### config.mk
export PLATFORM = sky130hd
export DESIGN_NAME = tilt_gesture_button_events_core
export DESIGN_NICKNAME = d
export VERILOG_FILES = /design/src/hdl/tgb_pkg.sv /design/src/hdl/tgb_axis_settle.sv /design/src/hdl/tgb_button_ctrl.sv /design/src/hdl/tgb_event_queue.sv /design/src/hdl/tilt_gesture_button_events_core.sv
export VERILOG_INCLUDE_DIRS = /design/src /design/src/hdl
export SDC_FILE = /design/constraint.sdc
export NUM_CORES = 1
export LEC_CHECK = 0
export BUFFER_PORTS_ARGS = -buffer_cell sky130_fd_sc_hd__buf_2
export CAP_MARGIN = 15
export CORE_MARGIN = 4
export CORE_UTILIZATION = 40
export DETAILED_ROUTE_END_ITERATION = 6
export GPL_TIMING_DRIVEN = 0
export SYNTH_ARGS = -nofsm -noshare
export SYNTH_HDL_FRONTEND = slang
export SYNTH_HIERARCHICAL = 1
export SYNTH_SLANG_ARGS = --single-unit
### constraint.sdc
create_clock -name clk -period 11.34 [get_ports clk]
set_clock_uncertainty 0.1 [all_clocks]
set_input_delay 2.268 -clock clk [delete_from_list [all_inputs] [get_ports clk]]
set_output_delay 2.268 -clock clk [all_outputs]
set_load 0.1 [all_outputs]
### src/hdl/tilt_gesture_button_events_core_assert.svh
// ----------------------------------------------------------------------------
// tilt gesture button events assertion macros
// concurrent check wrappers on clk with async active-low reset
// ----------------------------------------------------------------------------
`ifndef TILT_GESTURE_BUTTON_EVENTS_CORE_ASSERT_SVH
`define TILT_GESTURE_BUTTON_EVENTS_CORE_ASSERT_SVH

// same-cycle implication
`define TGB_ASSERT_NOW(label, ante, cons, msg) \
    label: assert property (@(posedge clk) disable iff (!rst_n) (ante) |-> (cons)) \
        else $error(msg);

// next-cycle implication
`define TGB_ASSERT_NEXT(label, ante, cons, msg) \
    label: assert property (@(posedge clk) disable iff (!rst_n) (ante) |=> (cons)) \
        else $error(msg);

`endif

### src/hdl/tgb_pkg.sv
// ----------------------------------------------------------------------------
// tgb_pkg
// shared types, codes and the hold level evaluation for the tilt button core
// ----------------------------------------------------------------------------
package tgb_pkg;

    typedef logic [1:0] tilt_t;
    localparam tilt_t TILT_LEVEL = 2'b00;
    localparam tilt_t TILT_POS   = 2'b01;
    localparam tilt_t TILT_NEG   = 2'b11;

    localparam logic [2:0] BTN_NONE  = 3'd0;
    localparam logic [2:0] BTN_BACK  = 3'd1;
    localparam logic [2:0] BTN_RIGHT = 3'd2;
    localparam logic [2:0] BTN_LEFT  = 3'd3;
    localparam logic [2:0] BTN_FWD   = 3'd4;

    localparam logic [2:0] EV_RELEASE = 3'd0;
    localparam logic [2:0] EV_PRESS   = 3'd1;
    localparam logic [2:0] EV_SHORT   = 3'd2;
    localparam logic [2:0] EV_LONG    = 3'd3;
    localparam logic [2:0] EV_VERY    = 3'd4;
    localparam logic [2:0] EV_SUPER   = 3'd5;

    localparam logic [3:0] HOLD_NONE  = 4'd0;
    localparam logic [3:0] HOLD_SHORT = 4'd2;
    localparam logic [3:0] HOLD_LONG  = 4'd3;
    localparam logic [3:0] HOLD_VERY  = 4'd4;
    localparam logic [3:0] HOLD_SUPER = 4'd5;
    localparam logic [3:0] HOLD_STOP  = 4'd10;

    localparam logic [2:0] REG_TILT_ON    = 3'd0;
    localparam logic [2:0] REG_NEUTRAL    = 3'd1;
    localparam logic [2:0] REG_SETTLE     = 3'd2;
    localparam logic [2:0] REG_SHORT_HOLD = 3'd3;
    localparam logic [2:0] REG_LONG_HOLD  = 3'd4;
    localparam logic [2:0] REG_VERY_HOLD  = 3'd5;
    localparam logic [2:0] REG_SUPER_HOLD = 3'd6;

    localparam logic [14:0] RST_TILT_ON    = 15'd4096;
    localparam logic [14:0] RST_NEUTRAL    = 15'd2458;
    localparam logic [7:0]  RST_SETTLE     = 8'd10;
    localparam logic [31:0] RST_SHORT_HOLD = 32'd1000;
    localparam logic [31:0] RST_LONG_HOLD  = 32'd3000;
    localparam logic [31:0] RST_VERY_HOLD  = 32'd5000;
    localparam logic [31:0] RST_SUPER_HOLD = 32'd10000;

    typedef struct packed {
        logic [14:0] tilt_on_level;
        logic [14:0] neutral_level;
        logic [7:0]  settle_count;
        logic [31:0] short_hold_ms;
        logic [31:0] long_hold_ms;
        logic [31:0] very_long_hold_ms;
        logic [31:0] super_long_hold_ms;
    } cfg_t;

    typedef struct packed {
        logic [2:0] button_id;
        logic [2:0] event_kind;
        logic       last_event;
    } event_t;

    typedef struct packed {
        logic       fire;
        logic [3:0] level;
        logic [2:0] kind;
    } hold_res_t;

    function automatic hold_res_t hold_eval(input logic [31:0] d, input logic [3:0] level,
                                            input cfg_t cfg);
        hold_res_t r;
        r = '{fire: 1'b0, level: level, kind: EV_SHORT};
        if (d >= cfg.super_long_hold_ms && level < HOLD_SUPER)
        begin
            r = '{fire: 1'b1, level: HOLD_SUPER, kind: EV_SUPER};
        end
        else if (d >= cfg.very_long_hold_ms && level < HOLD_VERY)
        begin
            r = '{fire: 1'b1, level: HOLD_VERY, kind: EV_VERY};
        end
        else if (d >= cfg.long_hold_ms && level < HOLD_LONG)
        begin
            r = '{fire: 1'b1, level: HOLD_LONG, kind: EV_LONG};
        end
        else if (d >= cfg.short_hold_ms && level < HOLD_SHORT)
        begin
            r = '{fire: 1'b1, level: HOLD_SHORT, kind: EV_SHORT};
        end
        return r;
    endfunction

endpackage

### src/hdl/tgb_axis_settle.sv
// ----------------------------------------------------------------------------
// tgb_axis_settle
// hysteresis classifier and debounce counter for one acceleration axis
// ----------------------------------------------------------------------------
module tgb_axis_settle
(
    input  logic                 clk,
    input  logic                 rst_n,
    input  logic                 update,
    input  logic signed [15:0]   accel,
    input  tgb_pkg::cfg_t        cfg,
    output tgb_pkg::tilt_t       tilt_next
);

    tgb_pkg::tilt_t    cand_reg, cand_next;
    tgb_pkg::tilt_t    rep_reg, rep_next;
    logic [7:0]        cnt_reg, cnt_next;
    logic [7:0]        cnt_base;
    logic signed [16:0] a_ext, on_ext, nl_ext;
    tgb_pkg::tilt_t    cls;

    assign a_ext  = {accel[15], accel};
    assign on_ext = $signed({2'b00, cfg.tilt_on_level});
    assign nl_ext = $signed({2'b00, cfg.neutral_level});

    always_comb
    begin
        if (a_ext <= -on_ext)
        begin
            cls = tgb_pkg::TILT_NEG;
        end
        else if (a_ext >= on_ext)
        begin
            cls = tgb_pkg::TILT_POS;
        end
        else if (a_ext > -nl_ext && a_ext < nl_ext)
        begin
            cls = tgb_pkg::TILT_LEVEL;
        end
        else
        begin
            cls = cand_reg;
        end
    end

    always_comb
    begin
        cand_next = cls;
        cnt_base  = (cls != cand_reg) ? 8'd0 : cnt_reg;
        cnt_next  = cnt_base;
        rep_next  = rep_reg;
        if (cnt_base < cfg.settle_count)
        begin
            cnt_next = cnt_base + 8'd1;
            if (cnt_next == cfg.settle_count)
            begin
                rep_next = cls;
            end
        end
    end

    assign tilt_next = rep_next;

    always_ff @(posedge clk or negedge rst_n)
    begin
        if (!rst_n)
        begin
            cand_reg <= tgb_pkg::TILT_LEVEL;
            rep_reg  <= tgb_pkg::TILT_LEVEL;
            cnt_reg  <= 8'd0;
        end
        else if (update)
        begin
            cand_reg <= cand_next;
            rep_reg  <= rep_next;
            cnt_reg  <= cnt_next;
        end
    end

endmodule

### src/hdl/tgb_button_ctrl.sv
// ----------------------------------------------------------------------------
// tgb_button_ctrl
// virtual button tracking: press, hold levels and release per word
// ----------------------------------------------------------------------------
module tgb_button_ctrl
(
    input  logic             clk,
    input  logic             rst_n,
    input  logic             valid,
    input  logic             stop,
    input  tgb_pkg::tilt_t   y_tilt,
    input  tgb_pkg::tilt_t   z_tilt,
    input  logic [31:0]      now_ms,
    input  tgb_pkg::cfg_t    cfg,
    output logic [1:0]       ev_cnt,
    output tgb_pkg::event_t  ev [3]
);

    logic [2:0]  active_reg, active_next;
    logic [3:0]  level_reg, level_next;
    logic [31:0] press_time_reg, press_time_next;

    logic [7:0]  pressed;
    logic [4:1]  elig;
    logic        hit_a, rel, press;
    logic [2:0]  first;
    tgb_pkg::hold_res_t ho, hn;

    always_comb
    begin
        pressed    = 8'd0;
        pressed[1] = (z_tilt == tgb_pkg::TILT_NEG);
        pressed[2] = (y_tilt == tgb_pkg::TILT_NEG);
        pressed[3] = (y_tilt == tgb_pkg::TILT_POS);
        pressed[4] = (z_tilt == tgb_pkg::TILT_POS);
    end

    assign hit_a = pressed[active_reg];
    assign rel   = (active_reg != tgb_pkg::BTN_NONE) && !pressed[active_reg];

    always_comb
    begin
        first = tgb_pkg::BTN_NONE;
        for (int b = 4; b >= 1; b--)
        begin
            elig[b] = pressed[b] && (active_reg == tgb_pkg::BTN_NONE ||
                                     (rel && 3'(b) > active_reg));
            if (elig[b])
            begin
                first = 3'(b);
            end
        end
    end

    assign press = |elig;

    assign ho = tgb_pkg::hold_eval(now_ms - press_time_reg, level_reg, cfg);
    assign hn = tgb_pkg::hold_eval(32'd0, tgb_pkg::HOLD_NONE, cfg);

    // event list in emission order
    always_comb
    begin
        logic [1:0] idx;
        idx = 2'd0;
        for (int i = 0; i < 3; i++)
        begin
            ev[i] = '0;
        end
        if (!stop)
        begin
            if (rel && level_reg < tgb_pkg::HOLD_STOP)
            begin
                ev[idx] = '{button_id: active_reg, event_kind: tgb_pkg::EV_RELEASE,
                            last_event: 1'b0};
                idx = idx + 2'd1;
            end
            if (press)
            begin
                ev[idx] = '{button_id: first, event_kind: tgb_pkg::EV_PRESS,
                            last_event: 1'b0};
                idx = idx + 2'd1;
                if (hn.fire)
                begin
                    ev[idx] = '{button_id: first, event_kind: hn.kind, last_event: 1'b0};
                    idx = idx + 2'd1;
                end
            end
            if (hit_a && ho.fire)
            begin
                ev[idx] = '{button_id: active_reg, event_kind: ho.kind, last_event: 1'b0};
                idx = idx + 2'd1;
            end
        end
        for (int i = 0; i < 3; i++)
        begin
            ev[i].last_event = (2'(i) + 2'd1 == idx);
        end
        ev_cnt = idx;
    end

    always_comb
    begin
        active_next     = active_reg;
        level_next      = level_reg;
        press_time_next = press_time_reg;
        if (stop)
        begin
            level_next = tgb_pkg::HOLD_STOP;
        end
        else if (hit_a)
        begin
            if (ho.fire)
            begin
                level_next = ho.level;
            end
        end
        else if (press)
        begin
            active_next     = first;
            press_time_next = now_ms;
            level_next      = hn.fire ? hn.level : tgb_pkg::HOLD_NONE;
        end
        else if (rel)
        begin
            active_next = tgb_pkg::BTN_NONE;
            level_next  = tgb_pkg::HOLD_NONE;
        end
    end

    always_ff @(posedge clk or negedge rst_n)
    begin
        if (!rst_n)
        begin
            active_reg     <= tgb_pkg::BTN_NONE;
            level_reg      <= tgb_pkg::HOLD_NONE;
            press_time_reg <= 32'd0;
        end
        else if (valid)
        begin
            active_reg     <= active_next;
            level_reg      <= level_next;
            press_time_reg <= press_time_next;
        end
    end

`include "tilt_gesture_button_events_core_assert.svh"

    `TGB_ASSERT_NEXT(a_stop_level, valid && stop, level_reg == tgb_pkg::HOLD_STOP, "stop not latched")
    `TGB_ASSERT_NEXT(a_press_take, valid && !stop && press, active_reg == $past(first) && press_time_reg == $past(now_ms), "press not taken")
    `TGB_ASSERT_NOW(a_hold_single, hit_a || stop, ev_cnt == 2'd0 || ev_cnt == 2'd1, "too many events for held or stopped button")

endmodule

### src/hdl/tgb_event_queue.sv
// ----------------------------------------------------------------------------
// tgb_event_queue
// three-entry result buffer draining one event word per cycle while pop_ready is high
// ----------------------------------------------------------------------------
module tgb_event_queue
(
    input  logic             clk,
    input  logic             rst_n,
    input  logic             load,
    input  logic [1:0]       load_cnt,
    input  tgb_pkg::event_t  load_ev [3],
    input  logic             pop_ready,
    output logic             can_load,
    output logic             head_valid,
    output tgb_pkg::event_t  head
);

    tgb_pkg::event_t ent_reg [3];
    tgb_pkg::event_t ent_next [3];
    logic [1:0]      cnt_reg, cnt_next;
    logic            pop;

    assign head_valid = (cnt_reg != 2'd0);
    assign head       = ent_reg[0];
    assign pop        = head_valid && pop_ready;
    assign can_load   = (cnt_reg == 2'd0) || (cnt_reg == 2'd1 && pop_ready);

    always_comb
    begin
        ent_next = ent_reg;
        cnt_next = cnt_reg;
        if (load)
        begin
            ent_next = load_ev;
            cnt_next = load_cnt;
        end
        else if (pop)
        begin
            ent_next[0] = ent_reg[1];
            ent_next[1] = ent_reg[2];
            cnt_next    = cnt_reg - 2'd1;
        end
    end

    always_ff @(posedge clk or negedge rst_n)
    begin
        if (!rst_n)
        begin
            cnt_reg <= 2'd0;
        end
        else
        begin
            cnt_reg <= cnt_next;
        end
    end

    always_ff @(posedge clk)
    begin
        ent_reg <= ent_next;
    end

`include "tilt_gesture_button_events_core_assert.svh"

    `TGB_ASSERT_NOW(a_load_room, load, can_load, "load into busy queue")
    `TGB_ASSERT_NOW(a_tail_last, cnt_reg == 2'd1, ent_reg[0].last_event, "final entry lacks last flag")
    `TGB_ASSERT_NEXT(a_load_cnt, load, cnt_reg == $past(load_cnt), "queue count mismatch after load")

endmodule

### src/hdl/tilt_gesture_button_events_core.sv
// ----------------------------------------------------------------------------
// tilt_gesture_button_events_core
// tilt switch with debounce and hold detection on four virtual buttons
// ----------------------------------------------------------------------------
// s_axis carries one input word: tuser is func (1 = stop hold and release
// events of the current press), tdata holds accel_y, accel_z and now_ms.
// m_axis returns event words: tdata holds button_id and event_kind, tlast
// marks the final event caused by one input word. a word may cause zero to
// three events.
// cfg writes one register per handshake (index 0..6, others ignored); cfg is
// always ready and is meant to be written while the core is idle.
// the first event of a word passes the input register, then the result
// queue, before it appears on m_axis.
// throughput: one input word per cycle while words cause no events; a word
// with events holds the single result queue until its last event is taken
// on m_axis, and the input register waits on it.
// reset clears tilt state, buttons, hold level and press time and loads the
// register defaults. when m_axis stalls, the queue holds its words and the
// input register accepts one more word before s_axis_tready drops.
// ----------------------------------------------------------------------------
module tilt_gesture_button_events_core
(
    input  logic        clk,
    input  logic        rst_n,

    input  logic        s_axis_tvalid,
    output logic        s_axis_tready,
    input  logic [63:0] s_axis_tdata,   // accel_y[15:0], accel_z[31:16], now_ms[63:32]
    input  logic        s_axis_tuser,   // func

    output logic        m_axis_tvalid,
    input  logic        m_axis_tready,
    output logic [7:0]  m_axis_tdata,   // button_id[2:0], event_kind[5:3], zero[7:6]
    output logic        m_axis_tlast,

    input  logic        cfg_valid,
    output logic        cfg_ready,
    input  logic [2:0]  cfg_index,
    input  logic [31:0] cfg_data
);

    tgb_pkg::cfg_t cfg_reg;

    logic               in_valid_reg;
    logic               in_stop_reg;
    logic signed [15:0] in_y_reg;
    logic signed [15:0] in_z_reg;
    logic [31:0]        in_now_reg;

    logic               can_load;
    logic               consume;
    tgb_pkg::tilt_t     y_tilt, z_tilt;
    logic [1:0]         ev_cnt;
    tgb_pkg::event_t    ev [3];
    tgb_pkg::event_t    head;

    assign cfg_ready = 1'b1;

    always_ff @(posedge clk or negedge rst_n)
    begin
        if (!rst_n)
        begin
            cfg_reg.tilt_on_level      <= tgb_pkg::RST_TILT_ON;
            cfg_reg.neutral_level      <= tgb_pkg::RST_NEUTRAL;
            cfg_reg.settle_count       <= tgb_pkg::RST_SETTLE;
            cfg_reg.short_hold_ms      <= tgb_pkg::RST_SHORT_HOLD;
            cfg_reg.long_hold_ms       <= tgb_pkg::RST_LONG_HOLD;
            cfg_reg.very_long_hold_ms  <= tgb_pkg::RST_VERY_HOLD;
            cfg_reg.super_long_hold_ms <= tgb_pkg::RST_SUPER_HOLD;
        end
        else if (cfg_valid && cfg_ready)
        begin
            case (cfg_index)
                tgb_pkg::REG_TILT_ON:    cfg_reg.tilt_on_level      <= cfg_data[14:0];
                tgb_pkg::REG_NEUTRAL:    cfg_reg.neutral_level      <= cfg_data[14:0];
                tgb_pkg::REG_SETTLE:     cfg_reg.settle_count       <= cfg_data[7:0];
                tgb_pkg::REG_SHORT_HOLD: cfg_reg.short_hold_ms      <= cfg_data;
                tgb_pkg::REG_LONG_HOLD:  cfg_reg.long_hold_ms       <= cfg_data;
                tgb_pkg::REG_VERY_HOLD:  cfg_reg.very_long_hold_ms  <= cfg_data;
                tgb_pkg::REG_SUPER_HOLD: cfg_reg.super_long_hold_ms <= cfg_data;
                default:                 ;
            endcase
        end
    end

    // input register
    assign consume       = in_valid_reg && can_load;
    assign s_axis_tready = !in_valid_reg || can_load;

    always_ff @(posedge clk or negedge rst_n)
    begin
        if (!rst_n)
        begin
            in_valid_reg <= 1'b0;
        end
        else if (s_axis_tready)
        begin
            in_valid_reg <= s_axis_tvalid;
        end
    end

    always_ff @(posedge clk)
    begin
        if (s_axis_tvalid && s_axis_tready)
        begin
            in_stop_reg <= s_axis_tuser;
            in_y_reg    <= s_axis_tdata[15:0];
            in_z_reg    <= s_axis_tdata[31:16];
            in_now_reg  <= s_axis_tdata[63:32];
        end
    end

    tgb_axis_settle u_axis_y
    (
        .clk       (clk),
        .rst_n     (rst_n),
        .update    (consume && !in_stop_reg),
        .accel     (in_y_reg),
        .cfg       (cfg_reg),
        .tilt_next (y_tilt)
    );

    tgb_axis_settle u_axis_z
    (
        .clk       (clk),
        .rst_n     (rst_n),
        .update    (consume && !in_stop_reg),
        .accel     (in_z_reg),
        .cfg       (cfg_reg),
        .tilt_next (z_tilt)
    );

    tgb_button_ctrl u_button
    (
        .clk    (clk),
        .rst_n  (rst_n),
        .valid  (consume),
        .stop   (in_stop_reg),
        .y_tilt (y_tilt),
        .z_tilt (z_tilt),
        .now_ms (in_now_reg),
        .cfg    (cfg_reg),
        .ev_cnt (ev_cnt),
        .ev     (ev)
    );

    tgb_event_queue u_queue
    (
        .clk        (clk),
        .rst_n      (rst_n),
        .load       (consume && ev_cnt != 2'd0),
        .load_cnt   (ev_cnt),
        .load_ev    (ev),
        .pop_ready  (m_axis_tready),
        .can_load   (can_load),
        .head_valid (m_axis_tvalid),
        .head       (head)
    );

    assign m_axis_tdata = {2'b00, head.event_kind, head.button_id};
    assign m_axis_tlast = head.last_event;

endmodule

==> run metrics <==
status complete, no violations; Ports 117; most frequent cells in the layout 309 x ha_1, 279 x inv_1, 200 x dfrtp_1; Finish-stage setup viols 0; CP bufs+invs 9; initial antenna violation count 1; CTS clock-pin slew for the worst setup and hold paths roughly 0.060 ns; dpl ws -1.13 ns; Total Die Area 61100 sq um; min Tclk post-route ~11 ns; Syn Area/Cell 10.0 sq um; Final Wtd Congestion 0.898; cell family with most CP delay simple AND/OR/NAND/NOR gates; distinct cell type count after synthesis 111; critical path class flop to flop; WP depth between 40 and 50; max reg flops approximately 170; Combinational Power Share roughly 59%; share of cells above drive strength 1 19.6%; Via density around 5.5; power share of the clock group around 17%; Longest Clk Path Bufs 3; crit path launch type flop; f_max ~94 MHz; relative max-transition margin approximately 39%; fin crit share 94.3%; Post-DP HPWL between 40 and 50 mm; Final WS setup between 0.6 and 0.7 ns; routed wire length ~60 mm; total grt overflow 0; # rows a little under 90; Cell Area, Synth approximately 23000 sq um; Crit path top cell by count ha_1; first-pass GRT wire length 95.6 mm; initial core utilization between 40% and 50%; Main synth FF type dfrtp_1; drt wl/cell about 19 microns; fin cells 3234; Final Hold Fails 0; CTS sink cnt around 320; synthesized flop and latch total 318; max_cap viols 0; post-synthesis sequential area ratio ~37%; cts bufs inserted 40; Seq pwr share 24.3%; Int Power just over 4 mW; Post-DRT Antenna Nets 0; largest net degree at the start of global routing 85; CTS H-tree lvls 2; Area after DPL about 24000 sq um; Psw about 3.5 mW; core box area about 56000 sq um; VDD IR max ~0.19 mV; Total Power between 7 and 8 mW; CTS tree built; vias in the first global route 18000; number of synthesized flops with an enable pin 86; Sw Ratio a little under half; drt pass-1 iters 5; Syn Inst Count 2285; post-placement cell count between 3000 and 4000; Cell Pwr Density 294 nW/um^2; All-Layer GR Usage 19.7%; most common cell after layout, fill and taps aside ha_1; Via Count ~18000; synth warn 6; post-layout net count between 2000 and 3000; port buffer count approximately 110; Worst path max stage delay ~0.56 ns; Slowest-stage cell, CP or4_1; Slew @ Worst Pin ~0.91 ns; CP endpoint kind flop; fraction of registers with async set/reset 73.0%; class of the worst hold path flop to flop; Leak between 10 and 15 nW; # hold bufs at CTS 0; hold path depth 2; post-route cell area approximately 26000 sq um; DRC viols 0; worst-path fanout max 11; worst path required time around 12 ns; First DRT Iteration DRCs between 800 and 900; Die W 247 microns; root buf cell clkbuf_16; Area Overhead vs Synth 13.6%; worst endpoint data arrival time 10.90 ns; Register-to-Register Path Depth 47; Die Y-Extent between 200 and 250 microns; final max-slew violation count 0; clock latency at the later pin of the worst-skew pair roughly 0.60 ns
-- cells in the mapped netlist (7+ instances only) --
cell,n,area share [%]
ha_1,310,17
inv_1,279,4.6
dfrtp_1,200,22
mux2_2,153,7.5
nand2_1,150,2.5
a21oi_1,145,3.2
o21ai_0,99,2.2
nor2_1,95,1.6
edfxtp_1,86,11
xnor2_1,80,3.1
nand3_1,56,1.2
nor4_1,50,1.4
nand4_1,46,1.3
nor3_1,36,0.79
dfstp_2,32,3.7
a21o_1,31,1.0
nor2b_1,31,0.85
o21a_1,21,0.69
xor2_1,21,0.80
clkbuf_1,20,0.33
buf_2,18,0.39
mux2_4,18,1.2
o31ai_1,18,0.59
mux2_1,17,0.84
nand2b_1,16,0.44
or3_1,16,0.44
and3_1,15,0.41
buf_4,13,0.43
a211oi_1,12,0.39
o211ai_1,12,0.39
o21ai_1,12,0.26
a31oi_1,11,0.30
buf_6,8,0.39
mux2i_1,7,0.31
-- layout make-up --
class,count,area (sq um)
tap,756,946
clock inverter,19,246
fill,5290,30500
timing repair buffer,116,661
buffer,61,380
antenna,1,2.50
clock buffer,55,1110
sequential,318,8430
multi-input combinational,1628,13200
inverter,280,1050
-- tightest hold or removal path: stages (launching register included) --
cell,delay (ns)
edfxtp_1,0.36
nand2_1,0.05
o21ai_0,0.06
-- power groups by stage --
stage                     Combinational [mW]  Sequential (mW)  Clock [mW]
after CTS                               4.41             1.86        1.35
after detailed placement                4.37             1.87           0
after floorplan                         3.30             1.75           0
final                                   4.48             1.86        1.31
after global placement                  4.19             1.87           0
after global routing                    5.06             1.90        1.39
-- repair_timing --
item,in CTS,in global routing
endpoints found under the setup margin,37,37
resized for setup,9,26
setup buffers,1,3
gates cloned,0,1
pin swaps,1,3
-- path summary, 6_finish.rpt --
| check | start | endpoint | slack, ns |
|---|---|---|---|
| max | cfg_reg[151] | u_queue/head[1] | 0.65 |
| min | in_now_reg[14] | u_button/press_time_reg[14] | 0.39 |
| max reg2reg | cfg_reg[151] | u_queue/head[1] | 0.65 |
| min reg2reg | in_now_reg[14] | u_button/press_time_reg[14] | 0.39 |
| max in group asynchronous | rst_n | cfg_reg[86] | 8.32 |
| min in group asynchronous | rst_n | u_axis_z/cand_reg[0] | 1.54 |
-- routing by layer --
layer	GRT usage, %	vias to the layer above	part of all wire (%)	routed length [microns]
met1	24.4	8602	43	26300
li1	-	8570	-	-
met2	35.0	358	49	29900
met3	2.77	110	3.9	2380
met4	6.79	0	3.2	1920
met5	0	-	0	0
-- metrics by stage --
stage          util [%]  TNS (ns)  hold WS [ns]
2_1_floorplan         -         0         0.350
6_report           46.0         0         0.387
4_1_cts            45.8         0         0.389
3_3_place_gp       43.2    -21.95         0.364
5_1_grt            46.0   -0.0335         0.417
3_5_place_dp       43.3    -27.29         0.380
-- logic make-up after synthesis --
logic type / after synthesis / synth area share [%]
fa+ha+maj: 311 / 17.0
buf+inv: 341 / 6.22
compound gates: 456 / 13.4
flops: 318 / 36.8
simple gates: 561 / 12.8
other cells: 2 / 0.0328
mux: 195 / 9.85
xor+xnor: 101 / 3.86
(Power assumes the default switching activity.)
